**config.mk**
```make
export PLATFORM = sky130hd
export DESIGN_NAME = magic_length_frame_deframer_core
export DESIGN_NICKNAME = d
export VERILOG_FILES = /design/src/rtl/mlfd_pkg.sv /design/src/rtl/mlfd_ring.sv /design/src/rtl/magic_length_frame_deframer_core.sv
export VERILOG_INCLUDE_DIRS = /design/src /design/src/rtl
export SDC_FILE = /design/constraint.sdc
export NUM_CORES = 1
export LEC_CHECK = 0
export CORE_MARGIN = 2
export CORE_UTILIZATION = 30
export CTS_BUF_LIST = sky130_fd_sc_hd__clkbuf_4 sky130_fd_sc_hd__clkbuf_8
export DETAILED_ROUTE_END_ITERATION = 6
export DONT_BUFFER_PORTS = 1
export PLACE_DENSITY = 0.52
export SLEW_MARGIN = 40
export SYNTH_ARGS = -nofsm -noshare
export SYNTH_HDL_FRONTEND = slang
export SYNTH_HIERARCHICAL = 1
export SYNTH_SLANG_ARGS = --single-unit
```
**constraint.sdc**
```tcl
create_clock -name clk -period 9.5 [get_ports clk]
set_clock_uncertainty 0.05 [all_clocks]
set_input_delay 1.9 -clock clk [delete_from_list [all_inputs] [get_ports clk]]
set_output_delay 1.9 -clock clk [all_outputs]
set_load 0.1 [all_outputs]
```
**src/rtl/magic_length_frame_deframer_core_macros.svh**
```systemverilog
// Assertion helpers used by the deframer core RTL file.
`ifndef MAGIC_LENGTH_FRAME_DEFRAMER_CORE_MACROS_SVH
`define MAGIC_LENGTH_FRAME_DEFRAMER_CORE_MACROS_SVH

// Same-cycle implication, checked on every rising edge outside reset.
`define MLFD_ASSERT_IMPLIES(label, ante, cons, msg) \
  label: assert property (@(posedge clk) disable iff (rst) (ante) |-> (cons)) else $error(msg);

// Next-cycle implication.
`define MLFD_ASSERT_NEXT(label, ante, cons, msg) \
  label: assert property (@(posedge clk) disable iff (rst) (ante) |=> (cons)) else $error(msg);

`endif

```
**src/rtl/mlfd_pkg.sv**
```systemverilog
package mlfd_pkg;

  localparam int BUFFER_BYTES_DEF = 64;
  localparam int HEADER_BYTES     = 6;
  localparam int CNT_W            = 7;
  localparam int LEN_W            = 6;
  localparam int OUT_DATA_W       = 48;
  localparam int ADDR_W           = 4;

  // Byte positions inside the frame header.
  localparam int HDR_VERSION = 2;
  localparam int HDR_TYPE    = 3;
  localparam int HDR_LEN_LO  = 4;
  localparam int HDR_LEN_HI  = 5;

  // Register indexes (paddr[3:2]).
  localparam logic [1:0] REG_MAGIC_FIRST  = 2'd0;
  localparam logic [1:0] REG_MAGIC_SECOND = 2'd1;
  localparam logic [1:0] REG_MAX_LEN      = 2'd2;

  localparam logic [7:0]       MAGIC_FIRST_RST  = 8'hAA;
  localparam logic [7:0]       MAGIC_SECOND_RST = 8'h55;
  localparam logic [LEN_W-1:0] MAX_LEN_RST      = 6'd58;

  localparam logic KIND_BYTE    = 1'b0;
  localparam logic KIND_CLEAR   = 1'b1;
  localparam logic RK_PAYLOAD   = 1'b0;
  localparam logic RK_ERROR     = 1'b1;
  localparam logic ERR_OVERFLOW = 1'b0;
  localparam logic ERR_LENGTH   = 1'b1;

  // Result data word, last member in the lowest bits.
  typedef struct packed {
    logic [3:0]       pad;
    logic [CNT_W-1:0] buffered_count;
    logic [7:0]       payload_byte;
    logic [LEN_W-1:0] payload_index;
    logic [LEN_W-1:0] payload_length;
    logic [7:0]       message_type;
    logic [7:0]       frame_version;
    logic             error_code;
  } out_data_t;

endpackage

```
**src/rtl/mlfd_ring.sv**
```systemverilog
module mlfd_ring #(
  parameter int BUFFER_BYTES = mlfd_pkg::BUFFER_BYTES_DEF
) (
  input  logic                                clk,
  input  logic                                wr_en,
  input  logic [$clog2(BUFFER_BYTES)-1:0]     head,
  input  logic [$clog2(BUFFER_BYTES+1)-1:0]   offset,
  input  logic [7:0]                          wr_data,
  output logic [7:0]                          rd_data
);
  import mlfd_pkg::*;

  localparam int PW = $clog2(BUFFER_BYTES);
  localparam int CW = $clog2(BUFFER_BYTES + 1);

  logic [7:0]    mem [BUFFER_BYTES];
  logic [CW:0]   sum;
  logic [PW-1:0] addr;

  // The ring position is head plus offset, wrapped once at the buffer size.
  always_comb begin
    sum = (CW+1)'(head) + (CW+1)'(offset);
    if (sum >= (CW+1)'(BUFFER_BYTES)) begin
      sum = sum - (CW+1)'(BUFFER_BYTES);
    end
    addr = sum[PW-1:0];
  end

  always_ff @(posedge clk) begin
    if (wr_en) begin
      mem[addr] <= wr_data;
    end
    rd_data <= mem[addr];
  end

endmodule

```
**src/rtl/magic_length_frame_deframer_core.sv**
```systemverilog
// Channel   Direction  Handshake          Payload
// s_*       in         s_tvalid/s_tready  tuser kind, tdata data_byte
// m_*       out        m_tvalid/m_tready  tuser result_kind, tlast last_item, tdata fields
// apb       in/out     psel/penable/pready  register writes and reads
//
// A clear request empties the ring in the idle state. A received byte is written, then the
// parser scans the ring through one registered read port: S_SCAN_RD and S_SCAN_CHK per byte
// searched for the magic pair, S_HDR_RD and S_HDR_CHK per header byte. Output stalls hold S_EMIT.
// A step that produces results is parsed twice (the first pass finds the final fill
// level); the second pass runs S_PAY_RD, S_PAY_CHK and S_EMIT per payload item, S_EMIT only
// for an error report or empty frame. Reset empties the ring at once; there is no clearing pass.
`include "magic_length_frame_deframer_core_macros.svh"

module magic_length_frame_deframer_core #(
  parameter int BUFFER_BYTES = mlfd_pkg::BUFFER_BYTES_DEF
) (
  input  logic                              clk,
  input  logic                              rst,
  input  logic                              s_tvalid,
  output logic                              s_tready,
  input  logic [7:0]                        s_tdata,   // [7:0] data_byte
  input  logic                              s_tuser,   // [0] kind
  output logic                              m_tvalid,
  input  logic                              m_tready,
  // [0] error_code, [8:1] frame_version, [16:9] message_type, [22:17] payload_length,
  // [28:23] payload_index, [36:29] payload_byte, [43:37] buffered_count, [47:44] zero
  output logic [mlfd_pkg::OUT_DATA_W-1:0]   m_tdata,
  output logic                              m_tuser,   // [0] result_kind
  output logic                              m_tlast,
  input  logic                              psel,
  input  logic                              penable,
  input  logic                              pwrite,
  input  logic [mlfd_pkg::ADDR_W-1:0]       paddr,
  input  logic [31:0]                       pwdata,
  output logic [31:0]                       prdata,
  output logic                              pready
);
  import mlfd_pkg::*;

  localparam int PW = $clog2(BUFFER_BYTES);
  localparam int CW = $clog2(BUFFER_BYTES + 1);

  localparam logic [3:0] S_IDLE     = 4'd0;
  localparam logic [3:0] S_SCAN_RD  = 4'd1;
  localparam logic [3:0] S_SCAN_CHK = 4'd2;
  localparam logic [3:0] S_HDR_RD   = 4'd3;
  localparam logic [3:0] S_HDR_CHK  = 4'd4;
  localparam logic [3:0] S_PAY_RD   = 4'd5;
  localparam logic [3:0] S_PAY_CHK  = 4'd6;
  localparam logic [3:0] S_EMIT     = 4'd7;
  localparam logic [3:0] S_END      = 4'd8;

  localparam logic [1:0] EK_PAY = 2'd0;
  localparam logic [1:0] EK_LEN = 2'd1;
  localparam logic [1:0] EK_OVF = 2'd2;

  logic [3:0]       state, state_next;
  logic [PW-1:0]    head, head_next, save_head, save_head_next;
  logic [CW-1:0]    count, count_next, save_count, save_count_next;
  logic [CW-1:0]    final_count, final_count_next;
  logic             pass, pass_next, any_hit, any_hit_next;
  logic [CW-1:0]    off, off_next;
  logic [7:0]       prev_byte, prev_byte_next;
  logic [7:0]       ver, ver_next, mt, mt_next, lo_byte, lo_byte_next, pbyte, pbyte_next;
  logic [LEN_W-1:0] plen, plen_next, pidx, pidx_next;
  logic [1:0]       ek, ek_next;
  logic [7:0]       magic_first, magic_second;
  logic [LEN_W-1:0] max_len;

  logic             drop_en, load_out, wr_en, accept;
  logic [CW-1:0]    drop_n, ring_off, pay_off;
  logic [CW:0]      head_sum;
  logic [PW-1:0]    head_drop;
  logic [7:0]       rd_data;
  logic [CNT_W-1:0] flen_lo, flen_q;
  logic             len_bad;

  out_data_t        out_q;
  logic             m_tvalid_q, m_tuser_q, m_tlast_q;

  assign s_tready = (state == S_IDLE);
  assign accept   = s_tvalid && s_tready;
  assign wr_en    = accept && (s_tuser == KIND_BYTE) && (count != CW'(BUFFER_BYTES));
  assign pay_off  = CW'(CNT_W'(HEADER_BYTES) + CNT_W'(pidx));
  assign ring_off = (state == S_IDLE) ? count : ((state == S_PAY_RD) ? pay_off : off);
  assign flen_lo  = CNT_W'(HEADER_BYTES) + CNT_W'(lo_byte[LEN_W-1:0]);
  assign flen_q   = CNT_W'(HEADER_BYTES) + CNT_W'(plen);
  assign len_bad  = (rd_data != 8'd0) || (lo_byte > {2'b00, max_len});

  mlfd_ring #(
    .BUFFER_BYTES(BUFFER_BYTES)
  ) u_ring (
    .clk    (clk),
    .wr_en  (wr_en),
    .head   (head),
    .offset (ring_off),
    .wr_data(s_tdata),
    .rd_data(rd_data)
  );

  // Dropping bytes from the front only moves the head pointer around the ring.
  always_comb begin
    head_sum = (CW+1)'(head) + (CW+1)'(drop_n);
    if (head_sum >= (CW+1)'(BUFFER_BYTES)) begin
      head_sum = head_sum - (CW+1)'(BUFFER_BYTES);
    end
    head_drop = head_sum[PW-1:0];
  end

  always_comb begin
    state_next       = state;
    head_next        = head;
    count_next       = count;
    save_head_next   = save_head;
    save_count_next  = save_count;
    final_count_next = final_count;
    pass_next        = pass;
    any_hit_next     = any_hit;
    off_next         = off;
    prev_byte_next   = prev_byte;
    ver_next         = ver;
    mt_next          = mt;
    lo_byte_next     = lo_byte;
    pbyte_next       = pbyte;
    plen_next        = plen;
    pidx_next        = pidx;
    ek_next          = ek;
    drop_en          = 1'b0;
    drop_n           = '0;
    load_out         = 1'b0;

    unique case (state)
      S_IDLE: begin
        if (s_tvalid) begin
          if (s_tuser == KIND_CLEAR) begin
            count_next = '0;
          end else if (count == CW'(BUFFER_BYTES)) begin
            count_next       = '0;
            final_count_next = '0;
            ek_next          = EK_OVF;
            state_next       = S_EMIT;
          end else begin
            count_next      = count + CW'(1);
            save_head_next  = head;
            save_count_next = count + CW'(1);
            pass_next       = 1'b0;
            any_hit_next    = 1'b0;
            off_next        = '0;
            state_next      = S_SCAN_RD;
          end
        end
      end
      S_SCAN_RD: begin
        state_next = (count == '0) ? S_END : S_SCAN_CHK;
      end
      S_SCAN_CHK: begin
        if (off != '0 && prev_byte == magic_first && rd_data == magic_second) begin
          drop_en    = 1'b1;
          drop_n     = off - CW'(1);
          off_next   = CW'(HDR_VERSION);
          state_next = S_HDR_RD;
        end else if (off + CW'(1) == count) begin
          // No pair found: keep only a trailing first magic byte.
          drop_en    = 1'b1;
          drop_n     = (rd_data == magic_first) ? count - CW'(1) : count;
          state_next = S_END;
        end else begin
          prev_byte_next = rd_data;
          off_next       = off + CW'(1);
          state_next     = S_SCAN_RD;
        end
      end
      S_HDR_RD: begin
        state_next = (CNT_W'(count) < CNT_W'(HEADER_BYTES)) ? S_END : S_HDR_CHK;
      end
      S_HDR_CHK: begin
        if (off != CW'(HDR_LEN_HI)) begin
          if (off == CW'(HDR_VERSION)) begin
            ver_next = rd_data;
          end else if (off == CW'(HDR_TYPE)) begin
            mt_next = rd_data;
          end else begin
            lo_byte_next = rd_data;
          end
          off_next   = off + CW'(1);
          state_next = S_HDR_RD;
        end else if (len_bad) begin
          if (pass) begin
            ek_next    = EK_LEN;
            state_next = S_EMIT;
          end else begin
            any_hit_next = 1'b1;
            drop_en      = 1'b1;
            drop_n       = CW'(1);
            off_next     = '0;
            state_next   = S_SCAN_RD;
          end
        end else if (CNT_W'(count) < flen_lo) begin
          state_next = S_END;
        end else begin
          plen_next = lo_byte[LEN_W-1:0];
          if (!pass) begin
            any_hit_next = 1'b1;
            drop_en      = 1'b1;
            drop_n       = CW'(flen_lo);
            off_next     = '0;
            state_next   = S_SCAN_RD;
          end else begin
            ek_next    = EK_PAY;
            pidx_next  = '0;
            pbyte_next = 8'd0;
            state_next = (lo_byte == 8'd0) ? S_EMIT : S_PAY_RD;
          end
        end
      end
      S_PAY_RD: begin
        state_next = S_PAY_CHK;
      end
      S_PAY_CHK: begin
        pbyte_next = rd_data;
        state_next = S_EMIT;
      end
      S_EMIT: begin
        if (!m_tvalid_q || m_tready) begin
          load_out = 1'b1;
          if (ek == EK_OVF) begin
            state_next = S_IDLE;
          end else if (ek == EK_LEN) begin
            drop_en    = 1'b1;
            drop_n     = CW'(1);
            off_next   = '0;
            state_next = S_SCAN_RD;
          end else if (plen == '0 || pidx + LEN_W'(1) == plen) begin
            drop_en    = 1'b1;
            drop_n     = CW'(flen_q);
            off_next   = '0;
            state_next = S_SCAN_RD;
          end else begin
            pidx_next  = pidx + LEN_W'(1);
            state_next = S_PAY_RD;
          end
        end
      end
      S_END: begin
        if (!pass && any_hit) begin
          // Replay the parse from the saved start, now knowing the final fill level.
          final_count_next = count;
          pass_next        = 1'b1;
          head_next        = save_head;
          count_next       = save_count;
          off_next         = '0;
          state_next       = S_SCAN_RD;
        end else begin
          state_next = S_IDLE;
        end
      end
      default: begin
        state_next = S_IDLE;
      end
    endcase

    if (drop_en) begin
      head_next  = head_drop;
      count_next = count - drop_n;
    end
  end

  always_ff @(posedge clk) begin
    if (rst) begin
      state      <= S_IDLE;
      count      <= '0;
      head       <= '0;
      pass       <= 1'b0;
      any_hit    <= 1'b0;
      m_tvalid_q <= 1'b0;
    end else begin
      state   <= state_next;
      count   <= count_next;
      head    <= head_next;
      pass    <= pass_next;
      any_hit <= any_hit_next;
      if (load_out) begin
        m_tvalid_q <= 1'b1;
      end else if (m_tready) begin
        m_tvalid_q <= 1'b0;
      end
    end
  end

  always_ff @(posedge clk) begin
    save_head   <= save_head_next;
    save_count  <= save_count_next;
    final_count <= final_count_next;
    off         <= off_next;
    prev_byte   <= prev_byte_next;
    ver         <= ver_next;
    mt          <= mt_next;
    lo_byte     <= lo_byte_next;
    pbyte       <= pbyte_next;
    plen        <= plen_next;
    pidx        <= pidx_next;
    ek          <= ek_next;
    if (load_out) begin
      out_q.pad            <= '0;
      out_q.buffered_count <= CNT_W'(final_count);
      if (ek == EK_PAY) begin
        m_tuser_q            <= RK_PAYLOAD;
        m_tlast_q            <= (plen == '0) || (pidx + LEN_W'(1) == plen);
        out_q.error_code     <= ERR_OVERFLOW;
        out_q.frame_version  <= ver;
        out_q.message_type   <= mt;
        out_q.payload_length <= plen;
        out_q.payload_index  <= pidx;
        out_q.payload_byte   <= pbyte;
      end else begin
        m_tuser_q            <= RK_ERROR;
        m_tlast_q            <= 1'b1;
        out_q.error_code     <= (ek == EK_LEN) ? ERR_LENGTH : ERR_OVERFLOW;
        out_q.frame_version  <= 8'd0;
        out_q.message_type   <= 8'd0;
        out_q.payload_length <= '0;
        out_q.payload_index  <= '0;
        out_q.payload_byte   <= 8'd0;
      end
    end
  end

  assign m_tvalid = m_tvalid_q;
  assign m_tdata  = out_q;
  assign m_tuser  = m_tuser_q;
  assign m_tlast  = m_tlast_q;

  // Configuration registers.
  assign pready = 1'b1;

  always_ff @(posedge clk) begin
    if (rst) begin
      magic_first  <= MAGIC_FIRST_RST;
      magic_second <= MAGIC_SECOND_RST;
      max_len      <= MAX_LEN_RST;
    end else if (psel && penable && pwrite && pready) begin
      unique case (paddr[3:2])
        REG_MAGIC_FIRST:  magic_first  <= pwdata[7:0];
        REG_MAGIC_SECOND: magic_second <= pwdata[7:0];
        REG_MAX_LEN:      max_len      <= pwdata[LEN_W-1:0];
        default: begin
        end
      endcase
    end
  end

  always_comb begin
    unique case (paddr[3:2])
      REG_MAGIC_FIRST:  prdata = {24'd0, magic_first};
      REG_MAGIC_SECOND: prdata = {24'd0, magic_second};
      REG_MAX_LEN:      prdata = {26'd0, max_len};
      default:          prdata = 32'd0;
    endcase
  end

  `MLFD_ASSERT_IMPLIES(a_count_range, 1'b1, count <= CW'(BUFFER_BYTES), "fill level above buffer size")
  `MLFD_ASSERT_NEXT(a_clear_empties, accept && s_tuser == KIND_CLEAR, count == '0, "clear request left bytes in the ring")
  `MLFD_ASSERT_IMPLIES(a_error_fields, m_tvalid_q && m_tuser_q == RK_ERROR, m_tlast_q && out_q.payload_length == '0 && out_q.payload_index == '0, "error result carries frame fields")
  `MLFD_ASSERT_IMPLIES(a_index_in_frame, m_tvalid_q && m_tuser_q == RK_PAYLOAD && out_q.payload_length != '0, out_q.payload_index < out_q.payload_length && m_tlast_q == (out_q.payload_index + LEN_W'(1) == out_q.payload_length), "payload index outside frame or wrong last mark")

endmodule
```
==> metrics <==
Crit. End Element register; critical path class reg -> reg; port bufs 0; Total Power 9.327 mW; Hold EP m_tdata[41]$_DFFE_PP_; biggest cell delay along the critical path a little under 0.8 ns; fmax approximately 0.18 GHz; Die X 320.5 um; Crit path max-delay family simple AND/OR/NAND/NOR gates; cell count after synthesis slightly above 2000; R2R Setup Slk 4.02 ns; htree depth 3; commonest non-fill, non-tap cells in the layout edfxtp_1, mux2i_1, nor2_1; FF-to-FF path depth 11; vias per cell 4.967; layout cells sized above 1 about an eighth; post-place setup slack 4.138 ns; Post-Syn Area 0.03005 sq mm; Clk Latency, worst-skew pair around 0.76 ns; outcome finished, final reports clean; PnR worst setup slack about 4.0 ns; nets approximately 2200; residual DRC count 0; crit share post-route between 50% and 60%; initial core utilization between 30 and 40%; Setup crit start state[2]$_SDFFE_PP0P_; WHS 0.3715 ns; Core ar. around 0.10 sq mm; TNS Setup 0 ns; largest net degree at the start of global routing 75; clk buf depth 3; Post-CTS Setup Bufs 0; top-level port count 137; Worst VDD drop about 0.00025 V; layout overhead on the synthesized area 12.84%; crit-path cells nand2b_1, nor2_1, mux2i_1, o21ai_0, ha_4, fa_1, nand2b_2, buf_4, o22ai_1, o311ai_1, nand4_1; Startpoint Class register; drt pass-1 iters 5; # rows 116; Hold Path Class reg -> reg; CTS resizes 0; GPL Wtd Cong roughly 0.88; hold path startpoint final_count[4]$_SDFFCE_PN0P_; final wirelength 73.58 mm; power per standard cell area between 200 and 300 mW/mm^2; Worst EP required around 10 ns; vias in the first global route approximately 17000; wire per inst approximately 21 um; Largest Register u_ring/mem; Fin. Hold Viols 0; CTS tree yes; fin. max-slew vios 0; Clock Root Buffer clkbuf_8; worst reg2reg path startpoint state[2]$_SDFFE_PP0P_; final setup vio count 0; yosys warns 6; # Max-Cap Violations 0; Pleak between 10 and 15 nW; Worst R2R End u_ring/rd_data[4]$_DFF_P_; clock sinks between 600 and 700; GRT overflow 0; RSZ-0062 raised after global routing false; Placement Cell Area ~0.032 sq mm; initial antenna violation count 0; Mean Syn Cell Area 14.50 sq um; CP bufs+invs 1; Worst path slowest cell o311ai_1; max reg flops 512; CTS Hold Bufs 0; final instance area 0.03391 sq mm; Die Span Y ~320 um; total die area ~0.10 sq mm; Post-DP HPWL 45.45 mm; total track usage 14.11%; Worst Max-Slew Pin Slew ~0.91 ns; CP Max Fanout 64; CP arrival a little under 6 ns; via count between 15000 and 20000; n_diodes 0; Final ANT Viol Nets 0; initial DRC count around 1100; post-layout util between 30% and 40%; Worst-path clk slew ~0.070 ns; most common cell after layout, fill and taps aside edfxtp_1; Slew HR between 30% and 40%; Num CTS Buffers 110; placed cells 3293; fin crit period roughly 5.5 ns; first-pass GRT wire length roughly 110 mm; Finished Layout Cells around 3500; WHS Path Cells 0
area by class of cell:
class	count	area (sq um)
Tap cell	1298	1624
Clock inverter	43	302.8
Multi-Input combinational cell	1236	9163
Sequential cell	689	20190
Clock buffer	157	1911
Timing Repair Buffer	36	579.3
Fill cell	9524	65800
Inverter	37	141.4
metal layers:
layer / GRT usage, % / share of wire, %
met1: 19.00 / 45
met2: 22.59 / 47
met3: 2.785 / 5.4
met4: 5.070 / 3.0
met5: 0 / 0
where the power goes:
group / leakage, nW / internal (mW) / switching (mW)
Sequential: 6.18 / 3.49 / 0.186
Clock: 1.18 / 1.38 / 1.18
Combinational: 3.51 / 1.11 / 1.98
Total: 10.9 / 5.98 / 3.34
how the worst max path moves through the flow:
stage | to | cells past startpoint | slack (ns)
global placement | u_ring/mem[41][5]$_DFFE_PP_ | 8 | 3.57
finish | u_ring/rd_data[4]$_DFF_P_ | 11 | 4.02
detailed placement | u_ring/rd_data[4]$_DFF_P_ | 11 | 4.14
floorplan | prdata[0] | 4 | 2.81
global route | u_ring/rd_data[4]$_DFF_P_ | 11 | 3.74
CTS | u_ring/rd_data[4]$_DFF_P_ | 11 | 4.10
worst register-to-register path: cells and delay by family (launching register included):
family | cells | cell delay [ns]
AO/OA/AOI/OAI | 3 | 1.29
adder cells (fa/ha/maj) | 2 | 1.02
buffers and inverters | 1 | 0.65
flip-flops | 1 | 0.62
multiplexers | 1 | 0.31
AND/OR/NAND/NOR | 4 | 1.32
Note: power is estimated with default switching activity, not from simulation.
